$ cat src/design/wfrv_pkg.sv
package wfrv_pkg;

	localparam int WORD_W = 16;
	localparam int COUNT_W = 6;
	localparam int CFG_IDX_W = 3;
	localparam int MAX_FRAME_WORDS_DEF = 30;

	localparam logic [WORD_W-1:0] SYNC_WORD_A = 16'hAAAA;
	localparam logic [WORD_W-1:0] SYNC_WORD_B = 16'h5555;

	typedef enum logic [2:0] {
		ST_OK         = 3'd0,
		ST_CHECKSUM   = 3'd1,
		ST_SEQUENCE   = 3'd2,
		ST_HEADER     = 3'd3,
		ST_TYPE       = 3'd4,
		ST_PAYLOAD    = 3'd5,
		ST_OVERLENGTH = 3'd6
	} status_t;

	typedef enum logic [CFG_IDX_W-1:0] {
		CFG_ACK_CODE    = 3'd0,
		CFG_STATUS_CODE = 3'd1,
		CFG_ERROR_CODE  = 3'd2,
		CFG_PARAM_CODE  = 3'd3,
		CFG_ACK_WORD    = 3'd4,
		CFG_PARAM_COUNT = 3'd5
	} cfg_idx_t;

	typedef struct packed {
		logic [WORD_W-1:0] word;
		logic              last;
	} in_t;

	typedef struct packed {
		status_t             status;
		logic [WORD_W-1:0]   response_code;
		logic [WORD_W-1:0]   first_payload;
		logic [2*WORD_W-1:0] param_value;
		logic [WORD_W-1:0]   frame_sequence;
	} out_t;

	typedef struct packed {
		logic [WORD_W-1:0] resp_ack_code;
		logic [WORD_W-1:0] resp_status_code;
		logic [WORD_W-1:0] resp_error_code;
		logic [WORD_W-1:0] resp_param_code;
		logic [WORD_W-1:0] ack_word;
		logic [WORD_W-1:0] param_index_count;
	} cfg_t;

endpackage

$ cat src/design/wfrv_cfg_regs.sv
module wfrv_cfg_regs
	import wfrv_pkg::*;
(
	input  logic                 clk,
	input  logic                 arst_n,
	input  logic                 wr_en,
	input  logic [CFG_IDX_W-1:0] wr_index,
	input  logic [WORD_W-1:0]    wr_data,
	output cfg_t                 cfg
);

	cfg_t cfg_q;

	always_ff @(posedge clk or negedge arst_n) begin
		if (!arst_n) begin
			cfg_q.resp_ack_code     <= 16'd8;
			cfg_q.resp_status_code  <= 16'd9;
			cfg_q.resp_error_code   <= 16'd10;
			cfg_q.resp_param_code   <= 16'd11;
			cfg_q.ack_word          <= 16'd0;
			cfg_q.param_index_count <= 16'd32;
		end else if (wr_en) begin
			// indexes past the register list are dropped
			unique case (cfg_idx_t'(wr_index))
				CFG_ACK_CODE:    cfg_q.resp_ack_code     <= wr_data;
				CFG_STATUS_CODE: cfg_q.resp_status_code  <= wr_data;
				CFG_ERROR_CODE:  cfg_q.resp_error_code   <= wr_data;
				CFG_PARAM_CODE:  cfg_q.resp_param_code   <= wr_data;
				CFG_ACK_WORD:    cfg_q.ack_word          <= wr_data;
				CFG_PARAM_COUNT: cfg_q.param_index_count <= wr_data;
				default: ;
			endcase
		end
	end

	assign cfg = cfg_q;

endmodule

$ cat src/design/wfrv_frame_check.sv
module wfrv_frame_check
	import wfrv_pkg::*;
#(
	parameter int MAX_FRAME_WORDS = MAX_FRAME_WORDS_DEF
)
(
	input  logic clk,
	input  logic arst_n,
	input  cfg_t cfg,
	input  logic word_en,
	input  in_t  word_s1,
	output out_t result
);

	localparam logic [COUNT_W-1:0] COUNT_MAX = {COUNT_W{1'b1}};
	localparam logic [COUNT_W-1:0] MAX_WORDS = COUNT_W'(MAX_FRAME_WORDS);

	logic [COUNT_W-1:0]  count_q;
	logic [WORD_W-1:0]   sum_q;
	logic [WORD_W-1:0]   exp_seq_q;
	logic                hdr_q;
	logic [WORD_W-1:0]   seq_q;
	logic [WORD_W-1:0]   code_q;
	logic [WORD_W-1:0]   pay_q;
	logic [2*WORD_W-1:0] val_q;

	logic                hdr;
	logic                hdr_final;
	logic [WORD_W-1:0]   seq;
	logic [WORD_W-1:0]   code;
	logic [WORD_W-1:0]   pay;
	logic [2*WORD_W-1:0] val;
	status_t             status;
	logic [WORD_W-1:0]   w;

	assign w = word_s1.word;

	// place the word at its frame position, the closing word included
	always_comb begin
		hdr  = hdr_q;
		seq  = seq_q;
		code = code_q;
		pay  = pay_q;
		val  = val_q;
		unique case (count_q)
			6'd0: hdr = (w == SYNC_WORD_A);
			6'd1: hdr = hdr_q && (w == SYNC_WORD_B);
			6'd3: seq = w;
			6'd4: code = w;
			6'd5: pay = w;
			6'd6: val[WORD_W-1:0] = w;
			6'd7: val[2*WORD_W-1:WORD_W] = w;
			default: ;
		endcase
	end

	// a frame closing at position 0 never saw its second sync word
	assign hdr_final = hdr && (count_q != '0);

	always_comb begin
		priority if (count_q >= MAX_WORDS)
			status = ST_OVERLENGTH;
		else if (w != sum_q)
			status = ST_CHECKSUM;
		else if (seq != exp_seq_q)
			status = ST_SEQUENCE;
		else if (!hdr_final)
			status = ST_HEADER;
		else if (code == cfg.resp_ack_code)
			status = (pay != cfg.ack_word) ? ST_PAYLOAD : ST_OK;
		else if (code == cfg.resp_status_code || code == cfg.resp_error_code)
			status = ST_OK;
		else if (code == cfg.resp_param_code)
			status = (pay >= cfg.param_index_count) ? ST_PAYLOAD : ST_OK;
		else
			status = ST_TYPE;
	end

	always_comb begin
		result.status         = status;
		result.response_code  = code;
		result.first_payload  = pay;
		result.param_value    = val;
		result.frame_sequence = exp_seq_q;
	end

	always_ff @(posedge clk or negedge arst_n) begin
		if (!arst_n) begin
			count_q   <= '0;
			sum_q     <= '0;
			exp_seq_q <= WORD_W'(1);
			hdr_q     <= 1'b0;
			seq_q     <= '0;
			code_q    <= '0;
			pay_q     <= '0;
			val_q     <= '0;
		end else if (word_en) begin
			if (word_s1.last) begin
				count_q <= '0;
				sum_q   <= '0;
				hdr_q   <= 1'b0;
				seq_q   <= '0;
				code_q  <= '0;
				pay_q   <= '0;
				val_q   <= '0;
				if (status == ST_OK)
					exp_seq_q <= exp_seq_q + WORD_W'(1);
			end else begin
				hdr_q  <= hdr;
				seq_q  <= seq;
				code_q <= code;
				pay_q  <= pay;
				val_q  <= val;
				sum_q  <= sum_q + w;
				if (count_q != COUNT_MAX)
					count_q <= count_q + COUNT_W'(1);
			end
		end
	end

endmodule

$ cat src/design/word_frame_response_validator.sv
// Checks response frames that arrive one 16-bit word per transfer, the last word flagged and
// carrying the modulo-65536 sum of the earlier words. Words are taken at one per cycle, with no
// gaps needed, while the input is not stalled; each word passes an input register and then the
// capture and compare logic, and a frame's verdict is registered at the output when its last
// word leaves the input register. Only one result is produced per frame, at the last word. The
// input stalls only while a last word waits behind a result that has not been taken yet. The
// verdict reports the first failing check in the order overlength, checksum, sequence, header,
// response type, payload; the expected sequence number starts at 1 and steps only on an ok
// verdict. Configuration writes are always ready and must be made while no frame is in flight.
module word_frame_response_validator
	import wfrv_pkg::*;
#(
	parameter int MAX_FRAME_WORDS = MAX_FRAME_WORDS_DEF
)
(
	input  logic                 clk,
	input  logic                 arst_n,
	input  logic                 in_valid,
	output logic                 in_ready,
	input  in_t                  in_data,
	output logic                 out_valid,
	input  logic                 out_ready,
	output out_t                 out_data,
	input  logic                 cfg_valid,
	output logic                 cfg_ready,
	input  logic [CFG_IDX_W-1:0] cfg_index,
	input  logic [WORD_W-1:0]    cfg_data
);

	cfg_t cfg;
	logic valid_s1;
	in_t  data_s1;
	logic adv_s1;
	out_t result;
	logic out_valid_q;
	out_t out_data_q;

	assign cfg_ready = 1'b1;

	wfrv_cfg_regs u_cfg (
		.clk      (clk),
		.arst_n   (arst_n),
		.wr_en    (cfg_valid && cfg_ready),
		.wr_index (cfg_index),
		.wr_data  (cfg_data),
		.cfg      (cfg)
	);

	// a last word moves on only if the result slot is free or being emptied
	assign adv_s1   = valid_s1 && (!data_s1.last || !out_valid_q || out_ready);
	assign in_ready = !valid_s1 || adv_s1;

	always_ff @(posedge clk or negedge arst_n) begin
		if (!arst_n)
			valid_s1 <= 1'b0;
		else if (in_ready)
			valid_s1 <= in_valid;
	end

	always_ff @(posedge clk) begin
		if (in_ready && in_valid)
			data_s1 <= in_data;
	end

	wfrv_frame_check #(
		.MAX_FRAME_WORDS (MAX_FRAME_WORDS)
	) u_check (
		.clk     (clk),
		.arst_n  (arst_n),
		.cfg     (cfg),
		.word_en (adv_s1),
		.word_s1 (data_s1),
		.result  (result)
	);

	always_ff @(posedge clk or negedge arst_n) begin
		if (!arst_n)
			out_valid_q <= 1'b0;
		else if (adv_s1 && data_s1.last)
			out_valid_q <= 1'b1;
		else if (out_ready)
			out_valid_q <= 1'b0;
	end

	always_ff @(posedge clk) begin
		if (adv_s1 && data_s1.last)
			out_data_q <= result;
	end

	assign out_valid = out_valid_q;
	assign out_data  = out_data_q;

endmodule

$ cat config.mk
export PLATFORM = sky130hd
export DESIGN_NAME = word_frame_response_validator
export DESIGN_NICKNAME = d
export VERILOG_FILES = /design/src/design/wfrv_pkg.sv /design/src/design/wfrv_cfg_regs.sv /design/src/design/wfrv_frame_check.sv /design/src/design/word_frame_response_validator.sv
export SDC_FILE = /design/constraint.sdc
export NUM_CORES = 1
export LEC_CHECK = 0
export BUFFER_PORTS_ARGS = -buffer_cell sky130_fd_sc_hd__buf_4
export CAP_MARGIN = 20
export CELL_PAD_IN_SITES_DETAIL_PLACEMENT = 0
export CELL_PAD_IN_SITES_GLOBAL_PLACEMENT = 1
export CORE_MARGIN = 2
export CORE_UTILIZATION = 50
export DETAILED_ROUTE_END_ITERATION = 8
export PLACE_DENSITY = 0.83
export SLEW_MARGIN = 40
export SYNTH_ARGS = -nofsm -noshare
export SYNTH_HDL_FRONTEND = slang
export SYNTH_SLANG_ARGS = --single-unit
$ cat constraint.sdc
create_clock -name clk -period 17.3 [get_ports clk]
set_input_delay 3.46 -clock clk [delete_from_list [all_inputs] [get_ports clk]]
set_output_delay 3.46 -clock clk [all_outputs]
set_load 0.05 [all_outputs]
==> impl_metrics.ini <==
[drt]
finalWirelength_um = 44550
detail-route-antenna-nets = 0
first_pass_iters = 5
via_count = 11320
post_drt_wl_per_cell_um = 23.81
route.detailed.drc = 0
vias_per_cell = 6.049
first_iter_violations = 1225

[logic_synthesis]
synthTopCellsByArea = dfrtp_1, edfxtp_1, mux2_2
synth_compound_area_share_pct = 13.08
synth.ff_latch_count = 317
avgSynthCellArea_um2 = 11.64
synth-xor-area-share_pct = 8.617
synth_top_area_share_pct = 33.31
synth_top_family_by_area = compound AO/OA/AOI/OAI gates
synth.most_common_cell = dfrtp_1
yosysWarnings = 0
yosysTopAreaCell = dfrtp_1
synthesis.area_um2 = 15550
synth_ff_type = dfrtp_1
synth_edf_count = 100
ys_seq_area_share_pct = 54.31
synth.distinct_cells = 79
synth_cells = 1336
synthSimpleGateAreaFrac_pct = 9.196
synth_fp_nets = 1414
yosys-mux-area-fraction_pct = 7.507
ys_top_cells_by_count = dfrtp_1, mux2_2, xnor2_1, edfxtp_1, nand2_1
synth_fa_ha_area_share_pct = 3.025
ys_async_sr_fraction_pct = 68.45

[critical_path]
crit_path_frequent_cell = buf_4
critical_path.top_delay_family = buffers and inverters
max_stage_delay_ps = 250
cp_data_required_time_ps = 13840
crit_arrival_ps = 4060
worstSetupEndpointType = output port
crit_chain = buf_4 > nand4b_1 > buf_4
cp-start-kind = primary input
path_buf_inv = 2
critPathSlowestCell = buf_4
crit_fanout = 3
path_class = primary input to output port

[place]
gp_routability_congestion = 0.9707
dp_hpwl_um = 29760
place.port_buffers = 125
place_inst = 1807

[layout]
fillers = 2553
area_growth_pct = 16.62
multi_input_area_um2 = 6502
drive_gt1_share_pct = 23.12
seqCellArea_um2 = 8446
diodes = 0
instances_no_fill = 1871
nets = 1528

[die]
die_w_um = 180.4
die_h_um = 180.4
dieArea_um2 = 32530
rows = 64
core_area_um2 = 30590
start_util_pct = 50.84
top_level_ports = 127

[power]
ir_worst_vdd_uv = 79.04
power_density_nw_per_um2 = 118.0
power.leakage_nw = 7.804

[clocking]
cts_buffer_depth = 3
h-tree-depth = 2
post_cts_buffers = 0
cts_num_sinks = 317
numCtsBuffers = 35
cts_root_buf = clkbuf_16
cts_hold_buffers = 0
ctsResizeCount = 0
tritoncts = built
clock_latency_ps = 510
cts.reportedPaths.clkPinSlew_ps = 50

[status]
status = finished, final reports clean

[sta]
rsz0062_at_grt = false
fin_crit_sh_pct = 43.46
hold_viol_final = 0
fin_worst_skew_ps = 20.41
fin_tns_setup_ps = 0
finalSetupViolCount = 0
slew_viol_final = 0
max_freq_ghz = 0.1330
min_period_ps = 7519
tightest_slew_ps = 914.0
slew_headroom_pct = 37.49

[global_route]
grt_usage_pct = 27.14
grtUsageMet1_pct = 39.55
grt_pass1_vias = 10810
gr-usage-met3_pct = 5.780
grt_busiest_layer = met2
grt-ovfl-total = 0
antenna_found_initial = 0
grt_pass1_wl_um = 67460
use_met2_pct = 40.40
grt_max_degree = 105

[run]
drv_cap = 0

[hold_path]
hold_path.class = register to register
-- placed cells by master (no fill, tap or decap), types with 20 or more instances in the layout --
| cell type | instances |
|---|---|
| inv_1 | 87 |
| nand3_1 | 20 |
| nor2_1 | 29 |
| edfxtp_1 | 100 |
| clkbuf_16 | 36 |
| nand4_1 | 28 |
| a22o_1 | 73 |
| buf_4 | 149 |
| dfrtp_1 | 207 |
| a21oi_1 | 33 |
| nor3_1 | 22 |
| nand2_1 | 95 |
| xor2_1 | 52 |
| mux2_2 | 101 |
| xnor2_1 | 101 |
| nor4_1 | 23 |
| o21ai_0 | 79 |
| ha_1 | 36 |
-- flip-flops by register name (all words and copies together), names as in the netlist --
register / flops
data_s1: 17
u_check.pay_q: 16
u_check.seq_q: 16
u_check.exp_seq_q: 16
u_check.sum_q: 16
out_valid: 1
u_cfg.cfg: 96
out_data: 83
u_check.code_q: 16
u_check.val_q: 32
valid_s1: 1
u_check.count_q: 6
u_check.hdr_q: 1
-- kinds of logic (layout without fill, tap and decap cells) --
logic type               after synthesis  count (layout)
other                                  1               1
AO/OA/AOI/OAI                        286             286
adder cells (fa/ha/maj)               37              37
multiplexers                         104             104
buffers and inverters                164             303
flip-flops                           317             317
AND/OR/NAND/NOR                      274             274
XOR/XNOR                             153             153
-- metal layers --
metal  part of all wire [%]  wire length, um
met1                     44            19460
met2                     45            19910
met3                    8.1             3610
met4                    3.5             1564
met5                      0                0
-- final timing paths --
path	end	slack, ps	startpoint	cells after the start
setup / recovery	in_ready	9780	out_ready	3
setup reg to reg	u_check.exp_seq_q[11]$_DFFE_PN0P_	12350	u_check.count_q[3]$_DFFE_PN0P_	15
hold / removal	u_check.sum_q[8]$_DFFE_PN0P_	480	u_check.sum_q[8]$_DFFE_PN0P_	2
min in group asynchronous	u_check.seq_q[1]$_DFFE_PN0P_	2860	arst_n	1
max in group asynchronous	u_check.val_q[22]$_DFFE_PN0P_	13340	arst_n	2
hold reg to reg	u_check.sum_q[8]$_DFFE_PN0P_	480	u_check.sum_q[8]$_DFFE_PN0P_	2
-- worst reg2reg max path, delay by kind of cell, from the launching register on --
family / cells / cell delay, ps
buffers and inverters: 2 / 490
and+or+nand+nor: 4 / 1480
adders and majority gates: 1 / 330
AOI/OAI and AO/OA: 7 / 1910
DFF: 1 / 480
xor gates and xnor gates: 1 / 170
-- power breakdown --
part,internal (mW),switching [mW],leakage (nW),total [mW]
clock network,0.465,0.297,0.573,0.763
logic,0.187,0.253,3.49,0.440
registers,0.861,0.0766,3.74,0.938
-- stage by stage --
step	utilization (%)	hold slack (ps)	power, mW	worst slack [ps]	instance area (um2)
CTS	59.15	484.7	2.144	9788	18090
detailed placement	55.35	470.9	1.380	9793	16930
global route	59.29	513.3	2.234	9743	18140
finish	59.29	482.7	2.140	9781	18140
global placement	55.23	457.2	1.367	9824	16900
floorplan	-	423.1	1.244	8734	15550
-- cell type report --
type,instances,area share [%]
clock buffers,48,5.319
clock inverters,14,1.104
inverters,87,1.801
multi-input cells,855,35.85
flip-flops and latches,317,46.57
well taps,396,2.732
repair buffers,154,6.623
Power figures use the tool's default switching activity.
